<file path="config.mk">
export PLATFORM = sky130hd
export DESIGN_NAME = sqd_queue
export DESIGN_NICKNAME = d
export VERILOG_FILES = /design/src/rtl/sqd_pkg.sv /design/src/rtl/sqd_queue.sv
export SDC_FILE = /design/constraint.sdc
export NUM_CORES = 1
export LEC_CHECK = 0
export ABC_AREA = 1
export ABC_CLOCK_PERIOD_IN_PS = 4200
export BUFFER_PORTS_ARGS = -buffer_cell sky130_fd_sc_hd__buf_2
export CELL_PAD_IN_SITES_DETAIL_PLACEMENT = 1
export CELL_PAD_IN_SITES_GLOBAL_PLACEMENT = 1
export CORE_MARGIN = 2
export CORE_UTILIZATION = 40
export DETAILED_ROUTE_END_ITERATION = 8
export PLACE_DENSITY_LB_ADDON = 0.2
export SKIP_CTS_REPAIR_TIMING = 1
export SLEW_MARGIN = 20
export SYNTH_ARGS = -nofsm -noshare
export SYNTH_HDL_FRONTEND = slang
export SYNTH_SLANG_ARGS = --single-unit
</file>
<file path="constraint.sdc">
create_clock -name clk -period 4.2 [get_ports clk]
set_input_delay 0.84 -clock clk [delete_from_list [all_inputs] [get_ports clk]]
set_output_delay 0.84 -clock clk [all_outputs]
set_load 0.02 [all_outputs]
</file>
<file path="src/rtl/sqd_pkg.sv">
// ----------------------------------------------------------------------------
// Shortest-queue dispatcher package
// Shared types, codes and constants for the dispatcher front, queue and back.
// ----------------------------------------------------------------------------
package sqd_pkg;

    localparam int unsigned NUM_QUEUES          = 4;
    localparam int unsigned QUEUE_DEPTH_DEFAULT = 64;
    localparam int unsigned QSEL_W              = 2;

    localparam logic [15:0] CLOSE_TIME_RESET = 16'd50;

    // Event commands.
    localparam logic CMD_ARRIVAL   = 1'b0;
    localparam logic CMD_DEPARTURE = 1'b1;

    // Error codes.
    localparam logic [1:0] ERR_OK    = 2'd0;
    localparam logic [1:0] ERR_FULL  = 2'd1;
    localparam logic [1:0] ERR_EMPTY = 2'd2;

    // What the front decided an event is.
    typedef enum logic [1:0] {
        K_ARRIVE = 2'd0,
        K_CLOSED = 2'd1,
        K_DEPART = 2'd2
    } kind_t;

    typedef struct packed {
        logic        cmd;
        logic [15:0] event_time;
        logic [1:0]  queue_index;
        logic [4:0]  service_duration;
        logic [2:0]  arrival_gap;
    } evt_t;

    typedef struct packed {
        logic        next_arrival_valid;
        logic [15:0] next_arrival_time;
        logic        departure_valid;
        logic [15:0] departure_time;
        logic [1:0]  departure_queue;
        logic [31:0] total_wait;
        logic [15:0] customer_count;
        logic [1:0]  error_code;
    } res_t;

    // Classified work item handed from the front to the back.
    typedef struct packed {
        kind_t       kind;
        logic [15:0] event_time;
        logic [1:0]  queue_index;
        logic [4:0]  service_duration;
        logic [15:0] next_time;
    } work_t;

    // One FIFO slot: arrival stamp and service time of a waiting customer.
    typedef struct packed {
        logic [15:0] stamp;
        logic [4:0]  service;
    } slot_t;

endpackage

</file>
<file path="src/rtl/sqd_queue.sv">
// ----------------------------------------------------------------------------
// Dispatcher work queue
// Two-entry FIFO of classified work items between the front and the back.
// ----------------------------------------------------------------------------
module sqd_queue
    import sqd_pkg::*;
(
    input  logic  clk,
    input  logic  rst_n,
    input  logic  push,
    input  work_t push_data,
    output logic  full,
    input  logic  pop,
    output logic  empty,
    output work_t pop_data
);

    localparam int unsigned QDEPTH = 2;

    work_t       mem_reg [QDEPTH];
    logic        wr_ptr_reg;
    logic        rd_ptr_reg;
    logic [1:0]  count_reg;

    assign full     = count_reg == 2'(QDEPTH);
    assign empty    = count_reg == 2'd0;
    assign pop_data = mem_reg[rd_ptr_reg];

    always_ff @(posedge clk or negedge rst_n)
    begin
        if (!rst_n)
        begin
            wr_ptr_reg <= 1'b0;
            rd_ptr_reg <= 1'b0;
            count_reg  <= 2'd0;
        end
        else
        begin
            if (push)
            begin
                wr_ptr_reg <= !wr_ptr_reg;
            end
            if (pop)
            begin
                rd_ptr_reg <= !rd_ptr_reg;
            end
            if (push && !pop)
            begin
                count_reg <= count_reg + 2'd1;
            end
            else if (pop && !push)
            begin
                count_reg <= count_reg - 2'd1;
            end
        end
    end

    always_ff @(posedge clk)
    begin
        if (push)
        begin
            mem_reg[wr_ptr_reg] <= push_data;
        end
    end

endmodule

</file>
==> summary.md <==
| Metric | Value |
|---|---|
| Clk sink count | 86 |
| Synth Register Bits | 86 |
| Peak per-stage delay on the critical path | 0.70 ns |
| Routed WL per cell | 16.7 um |
| Core area | 8180 um^2 |
| Outcome | completed |
| Total GRT Usage | 0.136 |
| Drt pass-1 iters | 4 |
| R2R depth | 2 |
| Critical Path Slowest Stage Cell | dfrtp_2 |
| Netlist area before placement | 3370 um^2 |
| Met3 WL | 365 um |
| Max Fclk | 0.341 GHz |
| Die area | 9170 um^2 |
| Pin count of the biggest net entering global routing | 42 |
| CTS tree | done |
| Antenna violations before repair | 0 |
| WP data required | 3.36 ns |
| Dominant cells by area after synthesis | edfxtp_1, mux2_4, dfrtp_1 |
| Root buffer cell | clkbuf_8 |
| Total CTS buffers | 9 |
| Reg2Reg Setup Slack | 2.40 ns |
| Nets | 294 |
| Clock group share of total power | 0.238 |
| PD cells | 703 nW/um^2 |
| Final setup violation count | 0 |
| Routed WL | 5990 um |
| Met2 wire length | 3030 um |
| Crit Reg-Reg Endpoint | mem_reg[0][20] |
| Pwr Total | 2.89 mW |
| Critical Path End | pop_data[7] |
| Internal | 1.99 mW |
| Rows | 33 |
| Switching power | 900 uW |
| Final hold viol count | 0 |
| Syn Nets | 199 |
| Worst-path clk slew | 0.08 ns |
| Highest Signal Layer | met4 |
| Clk_skew | 0.00946 ns |
| Ratio of cells with drive above 1 in the final layout | 0.585 |
| Unrepaired setup endpoints after global routing | no |
| Period utilization | 0.698 |
| Final min period | 2.93 ns |
| Stages on the worst setup path | 3 |
| Max FFs per register | 82 |
| Worst-Margin Slew | 0.922 ns |
| Seq pwr share | 0.430 |
| Area grow syn2layout | 22.2% |
| Gate power share | 0.332 |
| Final Max Tran Viols | 0 |
| Crit-path leading delay family | flip-flops |
| Critical path origin | rd_ptr_reg |
| DR iter-0 viols | 47 |
| Ys async rst share | 0.0465 |
| H-tree depth | 3 |
| Setup crit start kind | register |
| Critical path cell sequence | buf_4 -> mux2_4 -> buf_2 |
| Post-synth EDFFs | 82 |
| Number of distinct library cells after synthesis | 14 |
| Grt total ovfl | 0 |
| WP buf/inv | 2 |
| Fillers | 793 |
| Starting Density | 0.412 |
| Inserted Diodes | 0 |
| Syn Area/Cell | 22.0 um^2 |
| Switching share of power | 0.311 |
| Sequential area share after synthesis | 0.761 |
| Leakage | 1.70 nW |
| Drt drc | 0 |
| Synth Instances | 153 |
| CP Capture Type | output port |
| Routed vias | 1656 |
| CP Data Arrival Time | 2.09 ns |
| CP Max Fanout | 26 |
| Ys flop type | edfxtp_1 |
| Yosys warns | 0 |
| Worst hold slack | 0.293 ns |
| GP Congestion | 0.668 |
| Maxcap violations | 0 |
| Chip Height | 95.8 um |
| Worst vdd ir | 252 uV |
| Reg2Reg Launch Point | wr_ptr_reg |
| Vias in the first global route | 1737 |
| Most frequent cells after synthesis | edfxtp_1, mux2_4, inv_1, nand2_1 |
| CP Class | reg2out |
| Final TNS setup | 0 ns |
| Avg Vias per Cell | 4.63 |
| DP Wirelength | 4060 um |
| Top-area cell type share of the netlist area | 0.731 |
| Max-slew headroom | 0.385 |
| Top-count cell post-synth | edfxtp_1 |
| Worst Hold Class | in2async |
| Die width | 95.8 um |
| I/O Buffers | 87 |
| Clk Latency, worst-skew pair | 0.34 ns |
| Wl on met1 | 2490 um |
| First-pass GRT wire length | 8930 um |
| # IOs | 88 |
| Clock Path Buffers | 2 |
| Synth area leader | edfxtp_1 |
| Antenna viol nets, final | 0 |
## cells by family after synthesis
logic type,Yosys count,synth area share
flops,86,0.761
buf+inv,12,0.0349
xor+xnor,3,0.00780
fa+ha+maj,1,0.00371
mux,41,0.181
simple gates,10,0.0123
## worst min-delay path by stage
stage,from,to,slack [ns],cells past startpoint
floorplan,count_reg[1],count_reg[1],0.46,2
global placement,count_reg[1],count_reg[1],0.49,2
detailed placement,count_reg[1],count_reg[1],0.53,2
CTS,rst_n,count_reg[0],0.28,1
global route,rst_n,count_reg[0],0.27,1
finish,rst_n,count_reg[0],0.29,1
## power by group through the flow
stage / logic, mW / registers (mW) / clock network (mW)
finish: 0.961 / 1.24 / 0.688
global route: 1.03 / 1.26 / 0.734
CTS: 0.985 / 1.25 / 0.705
detailed placement: 0.982 / 1.26 / 0
global placement: 0.971 / 1.25 / 0
floorplan: 0.829 / 1.20 / 0
## layer usage
metal | global-route usage | up-vias
li1 | - | 774
met1 | 0.157 | 813
met2 | 0.226 | 59
met3 | 0.0392 | 10
met4 | 0.0798 | 0
met5 | 0 | -
## metrics by stage
stage / setup slack [ns] / area (um^2) / utilization / std cells
after floorplan: 1.16 / 3370 / - / 153
after global placement: 1.59 / 3870 / 0.473 / 342
after detailed placement: 1.59 / 3870 / 0.473 / 342
after CTS: 1.21 / 4120 / 0.504 / 358
after global routing: 1.17 / 4120 / 0.504 / 358
final: 1.27 / 4120 / 0.504 / 358
## layout make-up
type	count	area, um^2	share of cell area
Sequential cell	86	2560	0.623
Multi-Input combinational cell	55	696	0.169
Timing Repair Buffer	89	450	0.109
Clock buffer	11	141	0.0343
Tap cell	105	131	0.0319
Clock inverter	5	108	0.0261
Inverter	7	26.3	0.00638
## placed cells by master (no fill, tap or decap), types with 2 or more instances in the layout
| cell type | synthesis | final |
|---|---|---|
| buf_2 | 0 | 87 |
| buf_4 | 0 | 2 |
| bufinv_16 | 0 | 3 |
| clkbuf_8 | 0 | 10 |
| clkinv_4 | 0 | 2 |
| dfrtp_1 | 4 | 3 |
| edfxtp_1 | 82 | 82 |
| inv_1 | 7 | 6 |
| mux2_2 | 2 | 2 |
| mux2_4 | 39 | 39 |
| nand2_1 | 5 | 5 |
| nor2_1 | 3 | 2 |
| xor2_1 | 2 | 2 |
Note: power is estimated with default switching activity, not from simulation.
