--- src/rtl/sqd_pkg.sv ---
// ----------------------------------------------------------------------------
// Shortest-queue dispatcher package
// Shared types, codes and constants for the dispatcher front, queue and back.
// ----------------------------------------------------------------------------
package sqd_pkg;

    localparam int unsigned NUM_QUEUES          = 4;
    localparam int unsigned QUEUE_DEPTH_DEFAULT = 64;
    localparam int unsigned QSEL_W              = 2;

    localparam logic [15:0] CLOSE_TIME_RESET = 16'd50;

    // Event commands.
    localparam logic CMD_ARRIVAL   = 1'b0;
    localparam logic CMD_DEPARTURE = 1'b1;

    // Error codes.
    localparam logic [1:0] ERR_OK    = 2'd0;
    localparam logic [1:0] ERR_FULL  = 2'd1;
    localparam logic [1:0] ERR_EMPTY = 2'd2;

    // What the front decided an event is.
    typedef enum logic [1:0] {
        K_ARRIVE = 2'd0,
        K_CLOSED = 2'd1,
        K_DEPART = 2'd2
    } kind_t;

    typedef struct packed {
        logic        cmd;
        logic [15:0] event_time;
        logic [1:0]  queue_index;
        logic [4:0]  service_duration;
        logic [2:0]  arrival_gap;
    } evt_t;

    typedef struct packed {
        logic        next_arrival_valid;
        logic [15:0] next_arrival_time;
        logic        departure_valid;
        logic [15:0] departure_time;
        logic [1:0]  departure_queue;
        logic [31:0] total_wait;
        logic [15:0] customer_count;
        logic [1:0]  error_code;
    } res_t;

    // Classified work item handed from the front to the back.
    typedef struct packed {
        kind_t       kind;
        logic [15:0] event_time;
        logic [1:0]  queue_index;
        logic [4:0]  service_duration;
        logic [15:0] next_time;
    } work_t;

    // One FIFO slot: arrival stamp and service time of a waiting customer.
    typedef struct packed {
        logic [15:0] stamp;
        logic [4:0]  service;
    } slot_t;

endpackage

--- src/rtl/sqd_front.sv ---
// ----------------------------------------------------------------------------
// Dispatcher front
// Holds close_time, accepts event beats and classifies each one.
// ----------------------------------------------------------------------------
module sqd_front
    import sqd_pkg::*;
(
    input  logic        clk,
    input  logic        rst_n,
    input  logic        cfg_we,
    input  logic [15:0] cfg_wdata,
    input  logic        evt_valid,
    output logic        evt_ready,
    input  evt_t        evt,
    input  logic        q_full,
    output logic        push,
    output work_t       push_data
);

    logic [15:0] close_time_reg;
    logic [16:0] next_sum;
    logic        admit;

    always_ff @(posedge clk or negedge rst_n)
    begin
        if (!rst_n)
        begin
            close_time_reg <= CLOSE_TIME_RESET;
        end
        else if (cfg_we)
        begin
            close_time_reg <= cfg_wdata;
        end
    end

    // The sum keeps its carry, so a wrapped time is never admitted.
    assign next_sum  = {1'b0, evt.event_time} + 17'(evt.arrival_gap);
    assign admit     = next_sum < {1'b0, close_time_reg};
    assign evt_ready = !q_full;
    assign push      = evt_valid && !q_full;

    always_comb
    begin
        push_data.event_time       = evt.event_time;
        push_data.queue_index      = evt.queue_index;
        push_data.service_duration = evt.service_duration;
        push_data.next_time        = next_sum[15:0];
        if (evt.cmd == CMD_DEPARTURE)
        begin
            push_data.kind = K_DEPART;
        end
        else if (admit)
        begin
            push_data.kind = K_ARRIVE;
        end
        else
        begin
            push_data.kind = K_CLOSED;
        end
    end

endmodule

--- config.mk ---
export PLATFORM = sky130hd
export DESIGN_NAME = sqd_front
export DESIGN_NICKNAME = d
export VERILOG_FILES = /design/src/rtl/sqd_pkg.sv /design/src/rtl/sqd_front.sv
export SDC_FILE = /design/constraint.sdc
export NUM_CORES = 1
export LEC_CHECK = 0
export ABC_AREA = 1
export BUFFER_PORTS_ARGS = -buffer_cell sky130_fd_sc_hd__buf_4
export CAP_MARGIN = 25
export CORE_MARGIN = 2
export CORE_UTILIZATION = 30
export CTS_CLUSTER_DIAMETER = 100
export DETAILED_ROUTE_END_ITERATION = 16
export PLACE_DENSITY = 0.61
export SLEW_MARGIN = 20
export SYNTH_ARGS = -nofsm -noshare
export SYNTH_HDL_FRONTEND = slang
export SYNTH_SLANG_ARGS = --single-unit
--- constraint.sdc ---
create_clock -name clk -period 3.25 [get_ports clk]
set_clock_uncertainty 0.2 [all_clocks]
set_input_delay 0 -clock clk [delete_from_list [all_inputs] [get_ports clk]]
set_output_delay 0 -clock clk [all_outputs]
set_load 0.02 [all_outputs]
==> run_results.csv, run 1 <==
group,metric,value,unit
status,status,"finished, final reports clean",
synth,synth_cells,205,
route,first_pass_iters,4,
finish,fin_util,0.539,
synth,synth_nets,272,
clock_tree,cts_tree,"yes",
global_routing,grt_first_pass_wirelength,6350,um
synth,yosysWarnings,0,
place,gp_congestion,0.808,
sta,max_slew_margin,0.608,
finish,nFillCells,476,
finish,stdcell_area,0.00260,mm2
clock_tree,cts-root-buf,"clkbuf_8",
power,leakage,1.33,nW
power,p_clk_frac,0.236,
sta,setup_viol,0,
place,detailed_place_hpwl,2910,um
worst_hold_path,hold_class,"input pin to output pin",
finish,multi_input_area,828,um2
power,p_int,503,uW
route,antenna_left,0,
worst_setup_path,cp_data_required_time,3.05,ns
worst_setup_path,cp_max_fo,3,
sta,timing.final.ws_setup,0.723,ns
sta,worstMarginPinSlew,0.587,ns
flow_run,drv_cap,0,
route,drcViolationCount,0,
worst_setup_path,cp-end-kind,"output pin",
global_routing,grt_max_degree,32,
floorplan,ios,91,
finish,area_growth,69.9,%
power,p_total,748,uW
synth,ys_seq_elements,16,
place,numPortBuffers,76,
clock_tree,clockBufferDepth,2,
worst_setup_path,crit_arrival,2.33,ns
finish,regArea,404,um2
route,avgViaCountPerCell,4.17,
global_routing,grt_util_all_layers,0.145,
floorplan,coreArea,0.00482,mm2
route,num_vias,1585,
finish,drive_gt1_frac,0.284,
worst_setup_path,start_kind,"input pin",
floorplan,rows,25,
route,drtIter0Drc,72,
floorplan,initial_core_util,0.317,
floorplan,die_w,75.4,um
finish,diodes,0,
finish,fin_cells,380,
power,power_switching,245,uW
power,switching_share,0.327,
global_routing,grt_pass1_vias,1502,
power,p_comb_frac,0.463,
sta,fin_crit_sh,0.777,
floorplan,die_area,0.00568,mm2
power,ir_drop,0.121,mV
power,seqPwrFrac,0.301,
finish,largest_reg_flops,16,
clock_tree,insertion_delay,0.25,ns
floorplan,dieHeight,75.4,um
sta,whs,0.00729,ns
global_routing,overflow,0,
synth,synth.yosys.seq_area_share,0.264,
clock_tree,htree_num_levels,1,
synth,yosysUniqueCellTypes,26,
place,dpl_cell_area,0.00199,mm2
place,placed_cells,321,
worst_setup_path,critical_path_class,"input pin to output pin",
route,drt-wirelength-per-cell,10.5,um
synth,yosysTopAreaCellShare,0.213,
synth,yosys.area.top_type,"dfrtp_1",
global_routing,antenna_found_initial,0,
clock_tree,cts.sinks,16,
sta,grt_setup_unrepaired,"no",
synth,syn_area,0.00153,mm2
place,preCtsSetupSlack,0.701,ns
sta,period_minus_slack,2.53,ns
clock_tree,cts_buffers,3,
clock_tree,cts_resized,0,
finish,fin_nets,381,
sta,fmax,396,MHz
sta,setup-tns-final,0,ns
synth,synth_area_per_cell,7.46,um2
route,drt-total-wl,3990,um
sta,hold_viol,0,
synth,yosys-top-cells-area,"dfrtp_1, ha_1, buf_4",
sta,slew_violations,0,
power,p_per_area,288,mW/mm2
## cell usage after synthesis, drive strengths merged
| master | n |
|---|---|
| nand2 | 47 |
| inv | 28 |
| buf | 24 |
| ha | 18 |
| o21ai | 17 |
| nor2 | 15 |
| dfrtp | 13 |
| nand3 | 8 |
| xor2 | 8 |
| a21oi | 7 |
| xnor2 | 5 |
| clkbuf | 3 |
| dfstp | 3 |
| nor3 | 2 |
| a21boi | 1 |
| a21o | 1 |
| and3 | 1 |
| fa | 1 |
| mux2 | 1 |
| nand4 | 1 |
| or2 | 1 |
## worst paths after layout
check	start	to	slack, ns	depth (start not counted)
setup reg to reg	close_time_reg[4]	close_time_reg[4]	1.68	3
setup / recovery	evt[0]	push_data[39]	0.72	16
hold / removal	evt[26]	push_data[40]	0.007	2
min in group asynchronous	rst_n	close_time_reg[4]	0.05	2
max in group asynchronous	rst_n	close_time_reg[12]	1.81	3
hold reg to reg	close_time_reg[0]	close_time_reg[0]	0.33	1
## final cells by class
| type | count | share of cell area |
|---|---|---|
| multi-input cells | 134 | 0.319 |
| clock buffers | 4 | 0.0212 |
| inverters | 28 | 0.0405 |
| well taps | 67 | 0.0323 |
| repair buffers | 131 | 0.432 |
| flip-flops and latches | 16 | 0.156 |
## layer usage
metal  part of all wire  vias to the layer above  GRT usage  wire [um]
li1                   -                      839          -          -
met1               0.48                      683      0.205       1920
met2               0.45                       58      0.226       1780
met3              0.058                        5     0.0146        233
met4              0.015                        0     0.0585         59
met5                  0                        -          0          0
## power by group through the flow
stage	registers, mW	clock network (mW)	logic (mW)
6_report	0.225	0.177	0.347
5_1_grt	0.227	0.184	0.389
4_1_cts	0.224	0.180	0.349
3_5_place_dp	0.228	0	0.279
3_3_place_gp	0.228	0	0.276
2_1_floorplan	0.226	0	0.185
## cell families (layout without fill, tap and decap cells)
kind of cell,after synthesis,count (layout),synth area share
simple gates,75,75,0.209
buf+inv,55,163,0.194
compound gates,26,26,0.0908
fa+ha+maj,19,19,0.160
flops,16,16,0.264
xor+xnor,13,13,0.0745
mux,1,1,0.00736
## critical path, cell delays in order
cell,delay (ns)
buf_4,0.11
ha_1,0.23
fa_1,0.41
nand3_1,0.12
nand2_1,0.10
nand3_1,0.12
nor2_1,0.06
xor2_1,0.20
ha_1,0.28
a21oi_1,0.15
nor2_1,0.05
nor3_1,0.15
nand3_1,0.10
nand2_1,0.06
inv_1,0.03
buf_4,0.14
## layout by cell type (no fill, tap or decap), drive strengths merged
master | synthesis | layout
a21oi | 7 | 7
clkbuf | 3 | 4
buf | 24 | 76
fa | 1 | 1
dlygate4sd3 | 0 | 55
nor3 | 2 | 2
dfstp | 3 | 3
ha | 18 | 18
inv | 28 | 28
nor2 | 15 | 15
mux2 | 1 | 1
a21boi | 1 | 1
nand2 | 47 | 47
xnor2 | 5 | 5
o21ai | 17 | 17
nand3 | 8 | 8
a21o | 1 | 1
dfrtp | 13 | 13
xor2 | 8 | 8
and3 | 1 | 1
nand4 | 1 | 1
or2 | 1 | 1
## repair_timing
action	CTS	global route
buffers inserted	0	0
hold buffers	55	0
endpoints found under the hold margin	39	0
Power figures use the tool's default switching activity.
==> run 2, diff against run 1 <==
- PLACE_DENSITY: 0.61 -> 0.63
- clock period: 3.25 -> 2.2 ns (I/O delays scaled with it)
==> run_results.csv, run 2 (synthesis gave the netlist of run 1 again) <==
group,metric,value,unit
route,drt-total-wl,4810,um
worst_setup_path,cp_data_required_time,2.00,ns
sta,slew_violations,0,
global_routing,overflow,0,
sta,max_slew_margin,0.611,
clock_tree,insertion_delay,0.24,ns
global_routing,grt_pass1_vias,1794,
clock_tree,cts-root-buf,"clkbuf_8",
floorplan,coreArea,0.00482,mm2
finish,multi_input_area,0.00101,mm2
finish,largest_reg_flops,16,
sta,setup-tns-final,-0.132,ns
floorplan,initial_core_util,0.317,
sta,setup_viol,1,
finish,mostFrequentLayoutCells,"buf_4, dlygate4sd3_1, nand2_1, inv_1, o21ai_0",
power,ir_drop,0.192,mV
floorplan,die_w,75.4,um
worst_setup_path,crit_arrival,2.13,ns
sta,timing.final.ws_setup,-0.132,ns
route,avgViaCountPerCell,4.37,
sta,fin_crit_sh,1.06,
place,numPortBuffers,76,
flow_run,drv_cap,0,
worst_setup_path,cpMaxStageDelayCell,"fa_2",
finish,drive_gt1_frac,0.420,
finish,layout_commonest_cell,"buf_4",
route,first_pass_iters,4,
sta,period_minus_slack,2.33,ns
route,drtIter0Drc,96,
worst_setup_path,cp-end-kind,"output pin",
finish,area_growth,99.5,%
finish,fin_cells,412,
sta,fmax,429,MHz
sta,hold_viol,0,
route,drt-wirelength-per-cell,11.7,um
place,preCtsSetupSlack,-0.229,ns
status,status,"complete, but fails checks",
worst_setup_path,cpPeakStageDelay,0.36,ns
power,p_per_area,384,mW/mm2
floorplan,ios,91,
floorplan,dieHeight,75.4,um
worst_hold_path,hold_class,"input pin to output pin",
worst_setup_path,start_kind,"input pin",
clock_tree,cts_tree,"yes",
route,antenna_left,0,
worst_setup_path,critical_path.cell_chain,"buf_6, ha_4, fa_2, nand3_4, nand2_4, nand3_4, nor2_4, xor2_2, ha_1, a21oi_1, nor2_1, nor3_2, nand3_1, nand2_1, inv_2, buf_6",
clock_tree,htree_num_levels,1,
clock_tree,cts.sinks,16,
finish,nFillCells,438,
clock_tree,cts_buffers,3,
route,drcViolationCount,0,
global_routing,antenna_found_initial,0,
sta,worstMarginPinSlew,0.582,ns
clock_tree,clockBufferDepth,2,
route,num_vias,1799,
sta,grt_setup_unrepaired,"yes",
finish,fin_nets,413,
global_routing,grt_first_pass_wirelength,7520,um
place,gp_congestion,0.824,
global_routing,grt_max_degree,32,
power,leakage,1.52,nW
floorplan,rows,25,
floorplan,die_area,0.00568,mm2
finish,diodes,0,
place,detailed_place_hpwl,3140,um
place,placed_cells,341,
worst_setup_path,critical_path_class,"input pin to output pin",
finish,fin_util,0.633,
global_routing,grt_util_all_layers,0.169,
finish,regArea,404,um2
status,violations,"setup timing",
worst_setup_path,cp_max_fo,3,
==> run 2: cell types whose count changed in the layout (fill, tap and decap cells not counted), sizes merged <==
cell  change
buf      +32
==> run 2: path summary, 6_finish.rpt <==
path | from | endpoint | slack (ns) | depth (start not counted)
max | evt[10] | push_data[39] | -0.13 | 16
max reg2reg | close_time_reg[5] | close_time_reg[5] | 0.64 | 3
max in group asynchronous | rst_n | close_time_reg[8] | 0.74 | 3
min | evt[12] | push_data[25] | 0.007 | 2
min reg2reg | close_time_reg[0] | close_time_reg[0] | 0.32 | 1
min in group asynchronous | rst_n | close_time_reg[5] | 0.07 | 2
==> run 2: where the power goes <==
| part | total, mW | switching [mW] | internal [mW] |
|---|---|---|---|
| Combinational | 0.621 | 0.293 | 0.328 |
| Sequential | 0.333 | 0.00839 | 0.324 |
| Clock | 0.218 | 0.0897 | 0.128 |
==> run 2: metrics by stage <==
stage	hold WS (ns)	total power, mW	area [um2]
5_1_grt	0.0110	1.25	3050
3_3_place_gp	-0.335	0.788	2200
6_report	0.00673	1.17	3050
2_1_floorplan	-0.496	0.615	1590
4_1_cts	0.00914	1.15	3000
3_5_place_dp	-0.336	0.798	2200
==> run 2: what timing repair did <==
action / in CTS / in global routing
setup endpoints to repair: 1 / 2
setup buffers: 12 / 2
pin swaps: 23 / 10
hold buffers: 55 / 0
endpoints found under the hold margin: 39 / 0
resized for setup: 20 / 13
gates cloned: 0 / 0
==> run 2: cell type report <==
cell class              instances  area share
clock buffers                   4      0.0148
repair buffers                163       0.459
flip-flops and latches         16       0.132
multi-input cells             134       0.332
inverters                      28      0.0345
well taps                      67      0.0275
==> run 2: routing by layer <==
metal  vias to the layer above  global-route usage  routed length [um]
li1                        896                   -                   -
met2                        67               0.278                2400
met3                        10              0.0132                 210
met4                         0              0.0604                  89
met5                         -                   0                   0
met1                       826               0.232                2110
==> run 2: worst max-delay path, delay by kind of cell <==
family	cells	cell delay, ns
and+or+nand+nor	8	0.76
buffers and inverters	3	0.25
adders and majority gates	3	0.81
xor gates and xnor gates	1	0.17
AOI/OAI and AO/OA	1	0.14
==> run 3, diff against run 2 <==
- PLACE_DENSITY: 0.63 -> 0.6
- clock period: 2.2 -> 2.6 ns (I/O delays scaled with it)
==> run_results.csv, run 3 (synthesis gave the netlist of run 1 again) <==
group,metric,value,unit
worst_setup_path,cpMaxStageDelayCell,"fa_2",
finish,drive_gt1_frac,0.322,
route,drt-wirelength-per-cell,11.0,um
worst_setup_path,critical_path.cell_chain,"buf_4, ha_2, fa_2, nand3_2, nand2_2, nand3_2, nor2_1, xor2_1, ha_1, a21oi_1, nor2_1, nor3_2, nand3_1, nand2_1, inv_1, buf_4",
power,p_total,920,uW
finish,diodes,0,
clock_tree,cts_buffers,3,
worst_setup_path,reg2reg_to,"close_time_reg[4]",
worst_setup_path,reg2reg_depth,3,
worst_setup_path,crit_arrival,2.20,ns
place,detailed_place_hpwl,3000,um
route,antenna_left,0,
sta,hold_viol,0,
route,drtIter0Drc,118,
global_routing,grt_first_pass_wirelength,6490,um
finish,mostFrequentLayoutCells,"buf_4, dlygate4sd3_1, nand2_1, inv_1",
finish,stdcell_area,0.00265,mm2
sta,period_minus_slack,2.40,ns
finish,fin_cells,381,
worst_setup_path,cp_max_fo,3,
worst_setup_path,start_kind,"input pin",
clock_tree,cts-root-buf,"clkbuf_8",
finish,largest_reg_flops,16,
global_routing,grt_pass1_vias,1520,
place,dpl_cell_area,0.00199,mm2
worst_setup_path,reg2reg_from,"close_time_reg[4]",
power,ir_drop,0.140,mV
floorplan,die_w,75.4,um
floorplan,initial_core_util,0.317,
clock_tree,cts_tree,"yes",
flow_run,drv_cap,0,
sta,max_slew_margin,0.602,
sta,setup_viol,0,
route,first_pass_iters,4,
place,numPortBuffers,76,
worst_setup_path,cp-end-kind,"output pin",
global_routing,antenna_found_initial,0,
sta,grt_setup_unrepaired,"no",
worst_setup_path,cp_data_required_time,2.40,ns
sta,setup-tns-final,0,ns
worst_setup_path,r2r_slack,1.04,ns
sta,whs,0.00320,ns
global_routing,grt_util_all_layers,0.148,
sta,fmax,417,MHz
finish,area_growth,73.6,%
floorplan,dieHeight,75.4,um
floorplan,coreArea,0.00482,mm2
clock_tree,clk_pin_slew_worst_paths,0.06,ns
clock_tree,insertion_delay,0.25,ns
sta,worstMarginPinSlew,0.594,ns
power,p_per_area,347,mW/mm2
sta,slew_violations,0,
clock_tree,cts.sinks,16,
clock_tree,clockBufferDepth,2,
floorplan,die_area,0.00568,mm2
floorplan,ios,91,
place,gp_congestion,0.845,
worst_hold_path,hold_class,"input pin to flop",
finish,layout_commonest_cell,"buf_4",
route,drt-total-wl,4190,um
worst_setup_path,cpPeakStageDelay,0.38,ns
worst_hold_path,hold_path.startpoint,"cfg_we",
worst_setup_path,critical_path_class,"input pin to output pin",
place,placed_cells,321,
sta,fin_crit_sh,0.923,
route,num_vias,1599,
global_routing,grt_max_degree,32,
power,leakage,1.33,nW
clock_tree,htree_num_levels,1,
global_routing,overflow,0,
route,avgViaCountPerCell,4.20,
worst_hold_path,hold_path_depth,2,
finish,fin_nets,382,
route,drcViolationCount,0,
floorplan,rows,25,
worst_hold_path,hold_end,"close_time_reg[9]",
status,status,"finished, final reports clean",
## run 3: layout make-up
cell class                 instances  area, um2
sequential                        16        404
inverter                          28        105
tap                               67       83.8
multi-input combinational        134        890
timing repair buffer             132       1130
clock buffer                       4       45.0
fill                             478       2160
## run 3: critical path, delay by kind of cell
| family | cells | cell delay (ns) |
|---|---|---|
| XOR/XNOR | 1 | 0.17 |
| AO/OA/AOI/OAI | 1 | 0.16 |
| adder cells (fa/ha/maj) | 3 | 0.89 |
| AND/OR/NAND/NOR | 8 | 0.69 |
| buffers and inverters | 3 | 0.29 |
## run 3: report_power, final
group | switching, mW | leakage [nW] | internal (mW)
combinational | 0.221 | 1.12 | 0.227
sequential | 0.00686 | 0.189 | 0.274
clock | 0.0833 | 0.0228 | 0.109
## run 3: metal layers
layer / vias up / global-route usage / part of all wire
met4: 0 / 0.0585 / 0.016
met3: 5 / 0.0119 / 0.045
met1: 702 / 0.211 / 0.48
met5: - / 0 / 0
li1: 836 / - / -
met2: 56 / 0.234 / 0.46
## run 3: stage by stage
step	worst slack (ns)	utilization
finish	0.201	0.551
detailed placement	0.0579	0.414
CTS	0.0531	0.535
global route	0.00355	0.551
floorplan	0.157	-
global placement	0.0596	0.414
## run 3: worst max path at each step
stage                     cells past startpoint   start             to  slack [ns]
after floorplan                              14  evt[0]  push_data[39]        0.16
after global placement                       16  evt[0]  push_data[39]        0.06
after detailed placement                     16  evt[0]  push_data[39]        0.06
after CTS                                    16  evt[0]  push_data[39]        0.05
after global routing                         16  evt[0]  push_data[39]       0.004
final                                        16  evt[0]  push_data[39]        0.20
## run 3: repair_timing
item,in CTS,in global routing
setup endpoints to repair,0,1
buffers inserted,0,2
gates resized for setup,0,13
hold buffers,54,0
hold endpoints to repair,39,0
